**config.mk**
```make
export PLATFORM = sky130hd
export DESIGN_NAME = c_like_token_lexer_unit_flat
export DESIGN_NICKNAME = d
export VERILOG_FILES = /design/src/rtl/clt_pkg.sv /design/src/rtl/clt_if.sv /design/src/rtl/clt_core.sv /design/src/rtl/c_like_token_lexer_unit.sv /design/src/flat_wrapper.sv
export SDC_FILE = /design/constraint.sdc
export NUM_CORES = 1
export LEC_CHECK = 0
export BUFFER_PORTS_ARGS = -buffer_cell sky130_fd_sc_hd__buf_2
export CORE_UTILIZATION = 49
export DETAILED_ROUTE_END_ITERATION = 16
export PLACE_DENSITY = 0.66
export SLEW_MARGIN = 20
export SYNTH_ARGS = -nofsm -noshare
export SYNTH_HDL_FRONTEND = slang
export SYNTH_SLANG_ARGS = --single-unit
```
**constraint.sdc**
```tcl
create_clock -name clk -period 5.4 [get_ports clk]
set_input_delay 1.08 -clock clk [delete_from_list [all_inputs] [get_ports clk]]
set_output_delay 1.08 -clock clk [all_outputs]
set_load 0.03 [all_outputs]
```
**src/rtl/clt_pkg.sv**
```systemverilog
// ----------------------------------------------------------------------------
// clt_pkg: shared definitions of the token lexer
// Mode and kind codes, character constants, the token word type and the
// character class functions used by the lexer core and the top level.
// ----------------------------------------------------------------------------
package clt_pkg;

    localparam int POSITION_BITS = 16;
    localparam int OFFSET_BITS   = 16;
    localparam int LENGTH_BITS   = 16;
    localparam int KIND_BITS     = 4;
    localparam int MODE_BITS     = 4;
    localparam int QUEUE_DEPTH   = 4;

    localparam logic [MODE_BITS-1:0] MODE_IDLE       = 4'd0;
    localparam logic [MODE_BITS-1:0] MODE_SLASH      = 4'd1;
    localparam logic [MODE_BITS-1:0] MODE_LINE       = 4'd2;
    localparam logic [MODE_BITS-1:0] MODE_BLOCK      = 4'd3;
    localparam logic [MODE_BITS-1:0] MODE_BLOCK_STAR = 4'd4;
    localparam logic [MODE_BITS-1:0] MODE_IDENT      = 4'd5;
    localparam logic [MODE_BITS-1:0] MODE_NUMBER     = 4'd6;
    localparam logic [MODE_BITS-1:0] MODE_STRING     = 4'd7;
    localparam logic [MODE_BITS-1:0] MODE_STRING_ESC = 4'd8;

    localparam logic [KIND_BITS-1:0] KIND_UNKNOWN   = 4'd0;
    localparam logic [KIND_BITS-1:0] KIND_IDENT     = 4'd1;
    localparam logic [KIND_BITS-1:0] KIND_LPAREN    = 4'd2;
    localparam logic [KIND_BITS-1:0] KIND_RPAREN    = 4'd3;
    localparam logic [KIND_BITS-1:0] KIND_LBRACE    = 4'd4;
    localparam logic [KIND_BITS-1:0] KIND_RBRACE    = 4'd5;
    localparam logic [KIND_BITS-1:0] KIND_LBRACKET  = 4'd6;
    localparam logic [KIND_BITS-1:0] KIND_RBRACKET  = 4'd7;
    localparam logic [KIND_BITS-1:0] KIND_EQUAL     = 4'd8;
    localparam logic [KIND_BITS-1:0] KIND_STAR      = 4'd9;
    localparam logic [KIND_BITS-1:0] KIND_COLON     = 4'd10;
    localparam logic [KIND_BITS-1:0] KIND_SEMICOLON = 4'd11;
    localparam logic [KIND_BITS-1:0] KIND_STRING    = 4'd12;
    localparam logic [KIND_BITS-1:0] KIND_NUMBER    = 4'd13;
    localparam logic [KIND_BITS-1:0] KIND_END       = 4'd14;

    localparam logic [7:0] CH_NUL        = 8'h00;
    localparam logic [7:0] CH_TAB        = 8'h09;
    localparam logic [7:0] CH_NEWLINE    = 8'h0A;
    localparam logic [7:0] CH_RETURN     = 8'h0D;
    localparam logic [7:0] CH_SPACE      = 8'h20;
    localparam logic [7:0] CH_QUOTE      = 8'h22;
    localparam logic [7:0] CH_LPAREN     = 8'h28;
    localparam logic [7:0] CH_RPAREN     = 8'h29;
    localparam logic [7:0] CH_STAR       = 8'h2A;
    localparam logic [7:0] CH_SLASH      = 8'h2F;
    localparam logic [7:0] CH_COLON      = 8'h3A;
    localparam logic [7:0] CH_SEMICOLON  = 8'h3B;
    localparam logic [7:0] CH_EQUAL      = 8'h3D;
    localparam logic [7:0] CH_LBRACKET   = 8'h5B;
    localparam logic [7:0] CH_BACKSLASH  = 8'h5C;
    localparam logic [7:0] CH_RBRACKET   = 8'h5D;
    localparam logic [7:0] CH_UNDERSCORE = 8'h5F;
    localparam logic [7:0] CH_LBRACE     = 8'h7B;
    localparam logic [7:0] CH_RBRACE     = 8'h7D;

    localparam logic [LENGTH_BITS-1:0] LENGTH_MAX = '1;

    typedef struct packed {
        logic [KIND_BITS-1:0]   kind;
        logic [OFFSET_BITS-1:0] start;
        logic [LENGTH_BITS-1:0] length;
        logic                   last;
    } token_t;

    typedef struct packed {
        logic   first_valid;
        logic   second_valid;
        token_t first;
        token_t second;
    } emit_t;

    function automatic logic is_letter(input logic [7:0] b);
        return (b >= 8'h61 && b <= 8'h7A) || (b >= 8'h41 && b <= 8'h5A);
    endfunction

    function automatic logic is_digit(input logic [7:0] b);
        return b >= 8'h30 && b <= 8'h39;
    endfunction

    function automatic logic is_space(input logic [7:0] b);
        return b == CH_SPACE || b == CH_TAB || b == CH_NEWLINE || b == CH_RETURN;
    endfunction

    function automatic logic [KIND_BITS-1:0] punct_kind(input logic [7:0] b);
        logic [KIND_BITS-1:0] k;
        case (b)
            CH_LPAREN:    k = KIND_LPAREN;
            CH_RPAREN:    k = KIND_RPAREN;
            CH_LBRACE:    k = KIND_LBRACE;
            CH_RBRACE:    k = KIND_RBRACE;
            CH_LBRACKET:  k = KIND_LBRACKET;
            CH_RBRACKET:  k = KIND_RBRACKET;
            CH_EQUAL:     k = KIND_EQUAL;
            CH_STAR:      k = KIND_STAR;
            CH_COLON:     k = KIND_COLON;
            CH_SEMICOLON: k = KIND_SEMICOLON;
            default:      k = KIND_UNKNOWN;
        endcase
        return k;
    endfunction

    function automatic logic [LENGTH_BITS-1:0] sat_inc(input logic [LENGTH_BITS-1:0] v);
        return (v != LENGTH_MAX) ? v + LENGTH_BITS'(1) : v;
    endfunction

endpackage

```
**src/rtl/clt_if.sv**
```systemverilog
// ----------------------------------------------------------------------------
// clt_byte_if / clt_token_if: valid/ready channels of the token lexer
// The byte channel carries one text byte per word; the token channel carries
// one token per word.
// ----------------------------------------------------------------------------
interface clt_byte_if;
    logic       valid;
    logic       ready;
    logic [7:0] data_byte;

    modport source (output valid, output data_byte, input ready);
    modport sink (input valid, input data_byte, output ready);
endinterface

interface clt_token_if;
    logic                                 valid;
    logic                                 ready;
    logic [clt_pkg::KIND_BITS-1:0]        token_kind;
    logic [clt_pkg::OFFSET_BITS-1:0]      start_offset;
    logic [clt_pkg::LENGTH_BITS-1:0]      token_length;
    logic                                 last;

    modport source (output valid, output token_kind, output start_offset,
                    output token_length, output last, input ready);
    modport sink (input valid, input token_kind, input start_offset,
                  input token_length, input last, output ready);
endinterface

```
**src/rtl/clt_core.sv**
```systemverilog
// ----------------------------------------------------------------------------
// clt_core: lexer state and step logic
// Holds the lexing mode, byte position, pending token start and length, and
// computes the zero, one or two tokens that the current byte completes.
// ----------------------------------------------------------------------------
module clt_core #(
    parameter int POSITION_BITS = clt_pkg::POSITION_BITS
) (
    input  logic           clk,
    input  logic           rst_n,
    input  logic           step_en,
    input  logic [7:0]     data_byte,
    output clt_pkg::emit_t emit
);

    localparam int OB = clt_pkg::OFFSET_BITS;
    localparam int LB = clt_pkg::LENGTH_BITS;

    logic [clt_pkg::MODE_BITS-1:0] mode_reg, mode_next;
    logic [POSITION_BITS-1:0]      pos_reg, pos_next;
    logic [POSITION_BITS-1:0]      begin_reg, begin_next;
    logic [LB-1:0]                 len_reg, len_next;

    logic                          use_idle;
    logic                          pre_emit;
    logic [clt_pkg::KIND_BITS-1:0] pre_kind;
    logic                          idle_emit;
    logic [clt_pkg::KIND_BITS-1:0] idle_kind;
    clt_pkg::token_t               pre_tok, idle_tok;

    always_comb
    begin
        mode_next  = mode_reg;
        begin_next = begin_reg;
        len_next   = len_reg;
        use_idle   = 1'b0;
        pre_emit   = 1'b0;
        pre_kind   = clt_pkg::KIND_UNKNOWN;
        idle_emit  = 1'b0;
        idle_kind  = clt_pkg::KIND_UNKNOWN;

        case (mode_reg)
            clt_pkg::MODE_SLASH:
            begin
                if (data_byte == clt_pkg::CH_SLASH)
                begin
                    mode_next = clt_pkg::MODE_LINE;
                end
                else if (data_byte == clt_pkg::CH_STAR)
                begin
                    mode_next = clt_pkg::MODE_BLOCK;
                end
                else
                begin
                    pre_emit = 1'b1;
                    pre_kind = clt_pkg::KIND_UNKNOWN;
                    use_idle = 1'b1;
                end
            end
            clt_pkg::MODE_LINE:
            begin
                if (data_byte == clt_pkg::CH_NUL || data_byte == clt_pkg::CH_NEWLINE ||
                    data_byte == clt_pkg::CH_RETURN)
                begin
                    use_idle = 1'b1;
                end
            end
            clt_pkg::MODE_BLOCK, clt_pkg::MODE_BLOCK_STAR:
            begin
                if (data_byte == clt_pkg::CH_NUL)
                begin
                    use_idle = 1'b1;
                end
                else if (data_byte == clt_pkg::CH_STAR)
                begin
                    mode_next = clt_pkg::MODE_BLOCK_STAR;
                end
                else if (data_byte == clt_pkg::CH_SLASH &&
                         mode_reg == clt_pkg::MODE_BLOCK_STAR)
                begin
                    mode_next = clt_pkg::MODE_IDLE;
                end
                else
                begin
                    mode_next = clt_pkg::MODE_BLOCK;
                end
            end
            clt_pkg::MODE_IDENT:
            begin
                if (clt_pkg::is_letter(data_byte) || clt_pkg::is_digit(data_byte) ||
                    data_byte == clt_pkg::CH_UNDERSCORE)
                begin
                    len_next = clt_pkg::sat_inc(len_reg);
                end
                else
                begin
                    pre_emit = 1'b1;
                    pre_kind = clt_pkg::KIND_IDENT;
                    use_idle = 1'b1;
                end
            end
            clt_pkg::MODE_NUMBER:
            begin
                if (clt_pkg::is_digit(data_byte))
                begin
                    len_next = clt_pkg::sat_inc(len_reg);
                end
                else
                begin
                    pre_emit = 1'b1;
                    pre_kind = clt_pkg::KIND_NUMBER;
                    use_idle = 1'b1;
                end
            end
            clt_pkg::MODE_STRING, clt_pkg::MODE_STRING_ESC:
            begin
                if (data_byte == clt_pkg::CH_NUL)
                begin
                    pre_emit = 1'b1;
                    pre_kind = clt_pkg::KIND_STRING;
                    use_idle = 1'b1;
                end
                else if (mode_reg == clt_pkg::MODE_STRING_ESC)
                begin
                    len_next  = clt_pkg::sat_inc(len_reg);
                    mode_next = clt_pkg::MODE_STRING;
                end
                else if (data_byte == clt_pkg::CH_QUOTE)
                begin
                    pre_emit  = 1'b1;
                    pre_kind  = clt_pkg::KIND_STRING;
                    mode_next = clt_pkg::MODE_IDLE;
                end
                else
                begin
                    len_next = clt_pkg::sat_inc(len_reg);
                    if (data_byte == clt_pkg::CH_BACKSLASH)
                    begin
                        mode_next = clt_pkg::MODE_STRING_ESC;
                    end
                end
            end
            default:
            begin
                use_idle = 1'b1;
            end
        endcase

        if (use_idle)
        begin
            mode_next = clt_pkg::MODE_IDLE;
            if (data_byte == clt_pkg::CH_NUL)
            begin
                idle_emit = 1'b1;
                idle_kind = clt_pkg::KIND_END;
            end
            else if (clt_pkg::is_space(data_byte))
            begin
                idle_emit = 1'b0;
            end
            else if (data_byte == clt_pkg::CH_SLASH)
            begin
                mode_next  = clt_pkg::MODE_SLASH;
                begin_next = pos_reg;
            end
            else if (data_byte == clt_pkg::CH_QUOTE)
            begin
                mode_next  = clt_pkg::MODE_STRING;
                begin_next = pos_reg + POSITION_BITS'(1);
                len_next   = '0;
            end
            else if (clt_pkg::is_letter(data_byte) || clt_pkg::is_digit(data_byte))
            begin
                mode_next  = clt_pkg::is_letter(data_byte) ? clt_pkg::MODE_IDENT
                                                           : clt_pkg::MODE_NUMBER;
                begin_next = pos_reg;
                len_next   = LB'(1);
            end
            else
            begin
                idle_emit = 1'b1;
                idle_kind = clt_pkg::punct_kind(data_byte);
            end
        end

        if (data_byte == clt_pkg::CH_NUL)
        begin
            mode_next = clt_pkg::MODE_IDLE;
            pos_next  = '0;
        end
        else
        begin
            pos_next = pos_reg + POSITION_BITS'(1);
        end
    end

    always_comb
    begin
        pre_tok.kind    = pre_kind;
        pre_tok.start   = OB'(begin_reg);
        pre_tok.length  = (mode_reg == clt_pkg::MODE_SLASH) ? LB'(1) : len_reg;
        pre_tok.last    = ~idle_emit;
        idle_tok.kind   = idle_kind;
        idle_tok.start  = OB'(pos_reg);
        idle_tok.length = LB'(1);
        idle_tok.last   = 1'b1;

        emit.first_valid  = pre_emit | idle_emit;
        emit.second_valid = pre_emit & idle_emit;
        emit.first        = pre_emit ? pre_tok : idle_tok;
        emit.second       = idle_tok;
    end

    always_ff @(posedge clk or negedge rst_n)
    begin
        if (!rst_n)
        begin
            mode_reg  <= clt_pkg::MODE_IDLE;
            pos_reg   <= '0;
            begin_reg <= '0;
            len_reg   <= '0;
        end
        else if (step_en)
        begin
            mode_reg  <= mode_next;
            pos_reg   <= pos_next;
            begin_reg <= begin_next;
            len_reg   <= len_next;
        end
    end

endmodule

```
**src/rtl/c_like_token_lexer_unit.sv**
```systemverilog
// ----------------------------------------------------------------------------
// c_like_token_lexer_unit: streaming lexer for a small C-like token set
// Text bytes enter on byte_in, one byte per word, and tokens leave on
// token_out, one token per word, each with its kind, start offset, length
// and a last flag that marks the final token caused by a byte.
//
// A byte is taken whenever the token queue has room for two words, so the
// block accepts one byte per cycle as long as the receiver keeps up. The
// tokens of a byte are registered in the token queue before they appear on
// token_out. A byte can complete two tokens; these leave one after the other
// through a four-word queue, so the sustained rate is one byte per cycle
// unless the token stream itself exceeds one word per cycle.
//
// When the receiver stalls, the queue fills and byte_in.ready drops once
// fewer than two places remain; no token is lost. Reset clears the queue and
// returns the lexer to the idle mode at offset zero. A zero byte ends the
// text, emits the end token and restarts offsets at zero.
// ----------------------------------------------------------------------------
module c_like_token_lexer_unit #(
    parameter int POSITION_BITS = clt_pkg::POSITION_BITS
) (
    input  logic               clk,
    input  logic               rst_n,
    clt_byte_if.sink           byte_in,
    clt_token_if.source        token_out
);

    localparam int DEPTH  = clt_pkg::QUEUE_DEPTH;
    localparam int PTR_W  = $clog2(DEPTH);
    localparam int CNT_W  = $clog2(DEPTH + 1);

    clt_pkg::emit_t  emit;
    clt_pkg::token_t queue_reg [DEPTH];
    clt_pkg::token_t head;

    logic [PTR_W-1:0] wr_ptr_reg, wr_ptr_next;
    logic [PTR_W-1:0] rd_ptr_reg, rd_ptr_next;
    logic [CNT_W-1:0] count_reg, count_next;
    logic             step_en;
    logic             pop;
    logic [CNT_W-1:0] push_cnt;

    assign byte_in.ready = (count_reg <= CNT_W'(DEPTH - 2));
    assign step_en       = byte_in.valid & byte_in.ready;

    clt_core #(
        .POSITION_BITS (POSITION_BITS)
    ) u_core (
        .clk       (clk),
        .rst_n     (rst_n),
        .step_en   (step_en),
        .data_byte (byte_in.data_byte),
        .emit      (emit)
    );

    assign head                   = queue_reg[rd_ptr_reg];
    assign token_out.valid        = (count_reg != '0);
    assign token_out.token_kind   = head.kind;
    assign token_out.start_offset = head.start;
    assign token_out.token_length = head.length;
    assign token_out.last         = head.last;

    assign pop = token_out.valid & token_out.ready;

    always_comb
    begin
        push_cnt = '0;
        if (step_en)
        begin
            push_cnt = CNT_W'(emit.first_valid) + CNT_W'(emit.second_valid);
        end
        wr_ptr_next = wr_ptr_reg + PTR_W'(push_cnt);
        rd_ptr_next = rd_ptr_reg + PTR_W'(pop);
        count_next  = count_reg + push_cnt - CNT_W'(pop);
    end

    always_ff @(posedge clk)
    begin
        if (step_en && emit.first_valid)
        begin
            queue_reg[wr_ptr_reg] <= emit.first;
        end
        if (step_en && emit.second_valid)
        begin
            queue_reg[wr_ptr_reg + PTR_W'(1)] <= emit.second;
        end
    end

    always_ff @(posedge clk or negedge rst_n)
    begin
        if (!rst_n)
        begin
            wr_ptr_reg <= '0;
            rd_ptr_reg <= '0;
            count_reg  <= '0;
        end
        else
        begin
            wr_ptr_reg <= wr_ptr_next;
            rd_ptr_reg <= rd_ptr_next;
            count_reg  <= count_next;
        end
    end

endmodule
```
**src/flat_wrapper.sv**
```systemverilog
// flat-port wrapper written by rule: the top's interface ports become plain ports
module c_like_token_lexer_unit_flat 
#(
    parameter int POSITION_BITS = clt_pkg::POSITION_BITS
)
  (clk, rst_n, byte_in_valid, byte_in_data_byte, byte_in_ready, token_out_valid, token_out_token_kind, token_out_start_offset, token_out_token_length, token_out_last, token_out_ready);
  clt_byte_if byte_in_i ();
  clt_token_if token_out_i ();
  input  logic clk;
  input  logic rst_n;
  input wire logic [$bits(byte_in_i.valid)-1:0] byte_in_valid;
  input wire logic [$bits(byte_in_i.data_byte)-1:0] byte_in_data_byte;
  output wire logic [$bits(byte_in_i.ready)-1:0] byte_in_ready;
  output wire logic [$bits(token_out_i.valid)-1:0] token_out_valid;
  output wire logic [$bits(token_out_i.token_kind)-1:0] token_out_token_kind;
  output wire logic [$bits(token_out_i.start_offset)-1:0] token_out_start_offset;
  output wire logic [$bits(token_out_i.token_length)-1:0] token_out_token_length;
  output wire logic [$bits(token_out_i.last)-1:0] token_out_last;
  input wire logic [$bits(token_out_i.ready)-1:0] token_out_ready;
  assign byte_in_i.valid = byte_in_valid;
  assign byte_in_i.data_byte = byte_in_data_byte;
  assign byte_in_ready = byte_in_i.ready;
  assign token_out_valid = token_out_i.valid;
  assign token_out_token_kind = token_out_i.token_kind;
  assign token_out_start_offset = token_out_i.start_offset;
  assign token_out_token_length = token_out_i.token_length;
  assign token_out_last = token_out_i.last;
  assign token_out_i.ready = token_out_ready;
  c_like_token_lexer_unit #(.POSITION_BITS(POSITION_BITS)) u_core (.clk(clk), .rst_n(rst_n), .byte_in(byte_in_i), .token_out(token_out_i));
endmodule
```
==> results.ini <==
[status]
status=finished clean

[synth]
netlist_area_sq_um=10500
async_flop_share_pct=28.5
muxShareOfSynthArea_pct=10.4
synth_cells=924
netlist_top_cells_count=edfxtp_1, a22o_1, dfxtp_1
synth_edf_count=80
synth_flop_cell=edfxtp_1
synth_top_cell_area_share_pct=22.8
yosysMostFrequentCell=edfxtp_1
synth-compound-area-share_pct=19.4
synth_top_family_by_area=compound AO/OA/AOI/OAI gates
syn_nets=946
synth.top_cells.by_area=edfxtp_1, dfrtp_1, dfxtp_1
synth-simple-area-share_pct=13.4
ys_seq_elements=207
ys_types=72
synth-seq-area-share_pct=49.7
avgSynthCellArea_sq_um=11.4
synth_adder_area_share_pct=1.26
synth-xor-area-share_pct=1.75
ys_warn_count=0
synth_top_area_cell=edfxtp_1

[grt]
antenna_found_initial=0
grt_pass1_wl_mm=42.1
grt_max_degree=61
grt_pass1_vias=7574
grt_overflow_total=0
grtUsageTotal_pct=24.4

[timing]
setup_viol=0
period_share_pct=81.5
drv_slew=0
rsz0062_at_grt=no
worst_clock_skew_ns=0.0200
hold_viol=0
fmaxAchievable_ghz=0.227
final.setup.tns_ns=0
period_minus_slack_ns=4.40
slew_headroom_pct=34.6
finalWorstSetupSlack_ns=0.999
tightestPinTransition_ns=0.981
hold_slack_ns=0.460

[clock_network]
cts_max_level=1
cts.clk_slew.worst_paths_ns=0.06
insertion_delay_ns=0.52
numCtsBuffers=22
cts-root-buf=clkbuf_16
cts_tree=done
cts_buffer_depth=3
postCtsHoldBufs=0
cts_num_sinks=207
cts_setup_buffers=0
cts_resized=0

[power_and_ir_drop]
ir_worst_vdd_mv=0.230
p_int_mw=3.40
total_power_mw=5.42
power.density_nw_per_um2=462
leakage_nw=4.33
clock_power_share_pct=26.5
seq_power_share_pct=40.2
p_comb_share_pct=33.4
switching_share_pct=37.4
switching_power_mw=2.03

[final_layout]
drive_gt1_share_pct=18.8
fill_cells=1756
areaGrowthSynthToFinish_pct=11.3
final_cell_count_no_fill=1233
n_antenna_cell=0
largest_register_ffs=148
final_net_count=965
final_core_util_pct=55.8
postLayoutCellArea_sq_um=11700

[min_path]
hold_class=reg -> reg

[critical_path]
crit_path_max_fanout=15
worstPathCellList=buf_2 -> or4_4 -> o221a_2 -> nor4_1 -> and3_1 -> ha_1 -> nand3_1 -> ha_1 -> inv_1 -> fa_1 -> xnor2_1 -> xnor2_1
cp-end-kind=flop
max_stage_delay_ns=0.58
worstSetupStartpointType=primary input
critPathBufInv=2
cpMaxStageDelayCell=or4_4
arrival_ns=4.84
path_delay_family=simple AND/OR/NAND/NOR gates
required_ns=5.84
critPathKind=in -> reg

[die]
rows=53
die-area_sq_um=22100
io_pins=51
core_area_sq_um=21000
fp.dieH_um=149
start_util_pct=50.1
die_x_um=149

[placement]
post_dp_cell_area_sq_um=11000
dp_hpwl_mm=17.3
place_inst=1194
gp_congestion=0.897
port_buffers=50
dp_slack_ns=0.471

[drt]
drt_wl_total_mm=26.3
vias=7977
ant_nets=0
first_pass_iters=5
drc_errors=0
drt_iter0_drc=767
drt-vias-per-instance=6.47
wl_per_cell_um=21.3

[job]
cap_viol_max_count=0

==> logic make-up after synthesis <==
kind of cell    count (synthesis)
mux                            61
buf+inv                       105
flops                         207
fa+ha+maj                      10
xor+xnor                       21
compound gates                260
simple gates                  260
==> routing by layer <==
metal	routed length (um)	track usage [%]	vias to the layer above
met5	0	0	-
met4	650	7.37	0
met3	1530	3.22	42
met2	13100	42.2	285
met1	11000	31.7	3959
li1	-	-	3691
==> path summary, 6_finish.rpt <==
kind / cells after the start / to / slack (ns) / startpoint
max: 12 / u_core.count_reg[2] / 1.0 / byte_in_data_byte[3]
min: 1 / u_core.queue_reg[3][9] / 0.46 / u_core.queue_reg[3][9]
max reg2reg: 12 / u_core.count_reg[2] / 1.40 / u_core.u_core.mode_reg[3]
min reg2reg: 1 / u_core.queue_reg[3][9] / 0.46 / u_core.queue_reg[3][9]
max in group asynchronous: 2 / u_core.rd_ptr_reg[0] / 4.05 / rst_n
min in group asynchronous: 2 / u_core.u_core.mode_reg[0] / 0.74 / rst_n
==> cell usage in the layout, fill, tap and decap left out, drive strengths merged, types with 15 or more instances in the layout <==
cell     n
clkbuf  31
mux2    21
xnor2   15
dfxtp   68
a22o    68
o21ai   44
nand3   21
nand2   65
edfxtp  80
mux4    37
nor3    20
inv     19
or3     15
a21oi   26
buf     81
nor2    46
a32o    62
dfrtp   59
nor4    18
==> layout make-up <==
type / count / area, sq um / area share (%)
Tap cell: 275 / 344 / 2.93
Clock inverter: 8 / 72.6 / 0.618
Multi-Input combinational cell: 612 / 4910 / 41.8
Sequential cell: 207 / 5240 / 44.7
Clock buffer: 31 / 614 / 5.24
Inverter: 19 / 71.3 / 0.608
Timing Repair Buffer: 81 / 483 / 4.12
==> power by group through the flow <==
stage / Combinational [mW] / Clock (mW) / Sequential [mW]
6_report: 1.81 / 1.44 / 2.18
4_1_cts: 1.82 / 1.46 / 2.18
5_1_grt: 1.96 / 1.51 / 2.23
2_1_floorplan: 1.50 / 0 / 1.99
3_3_place_gp: 1.80 / 0 / 2.20
3_5_place_dp: 1.82 / 0 / 2.21
(Power assumes the default switching activity.)
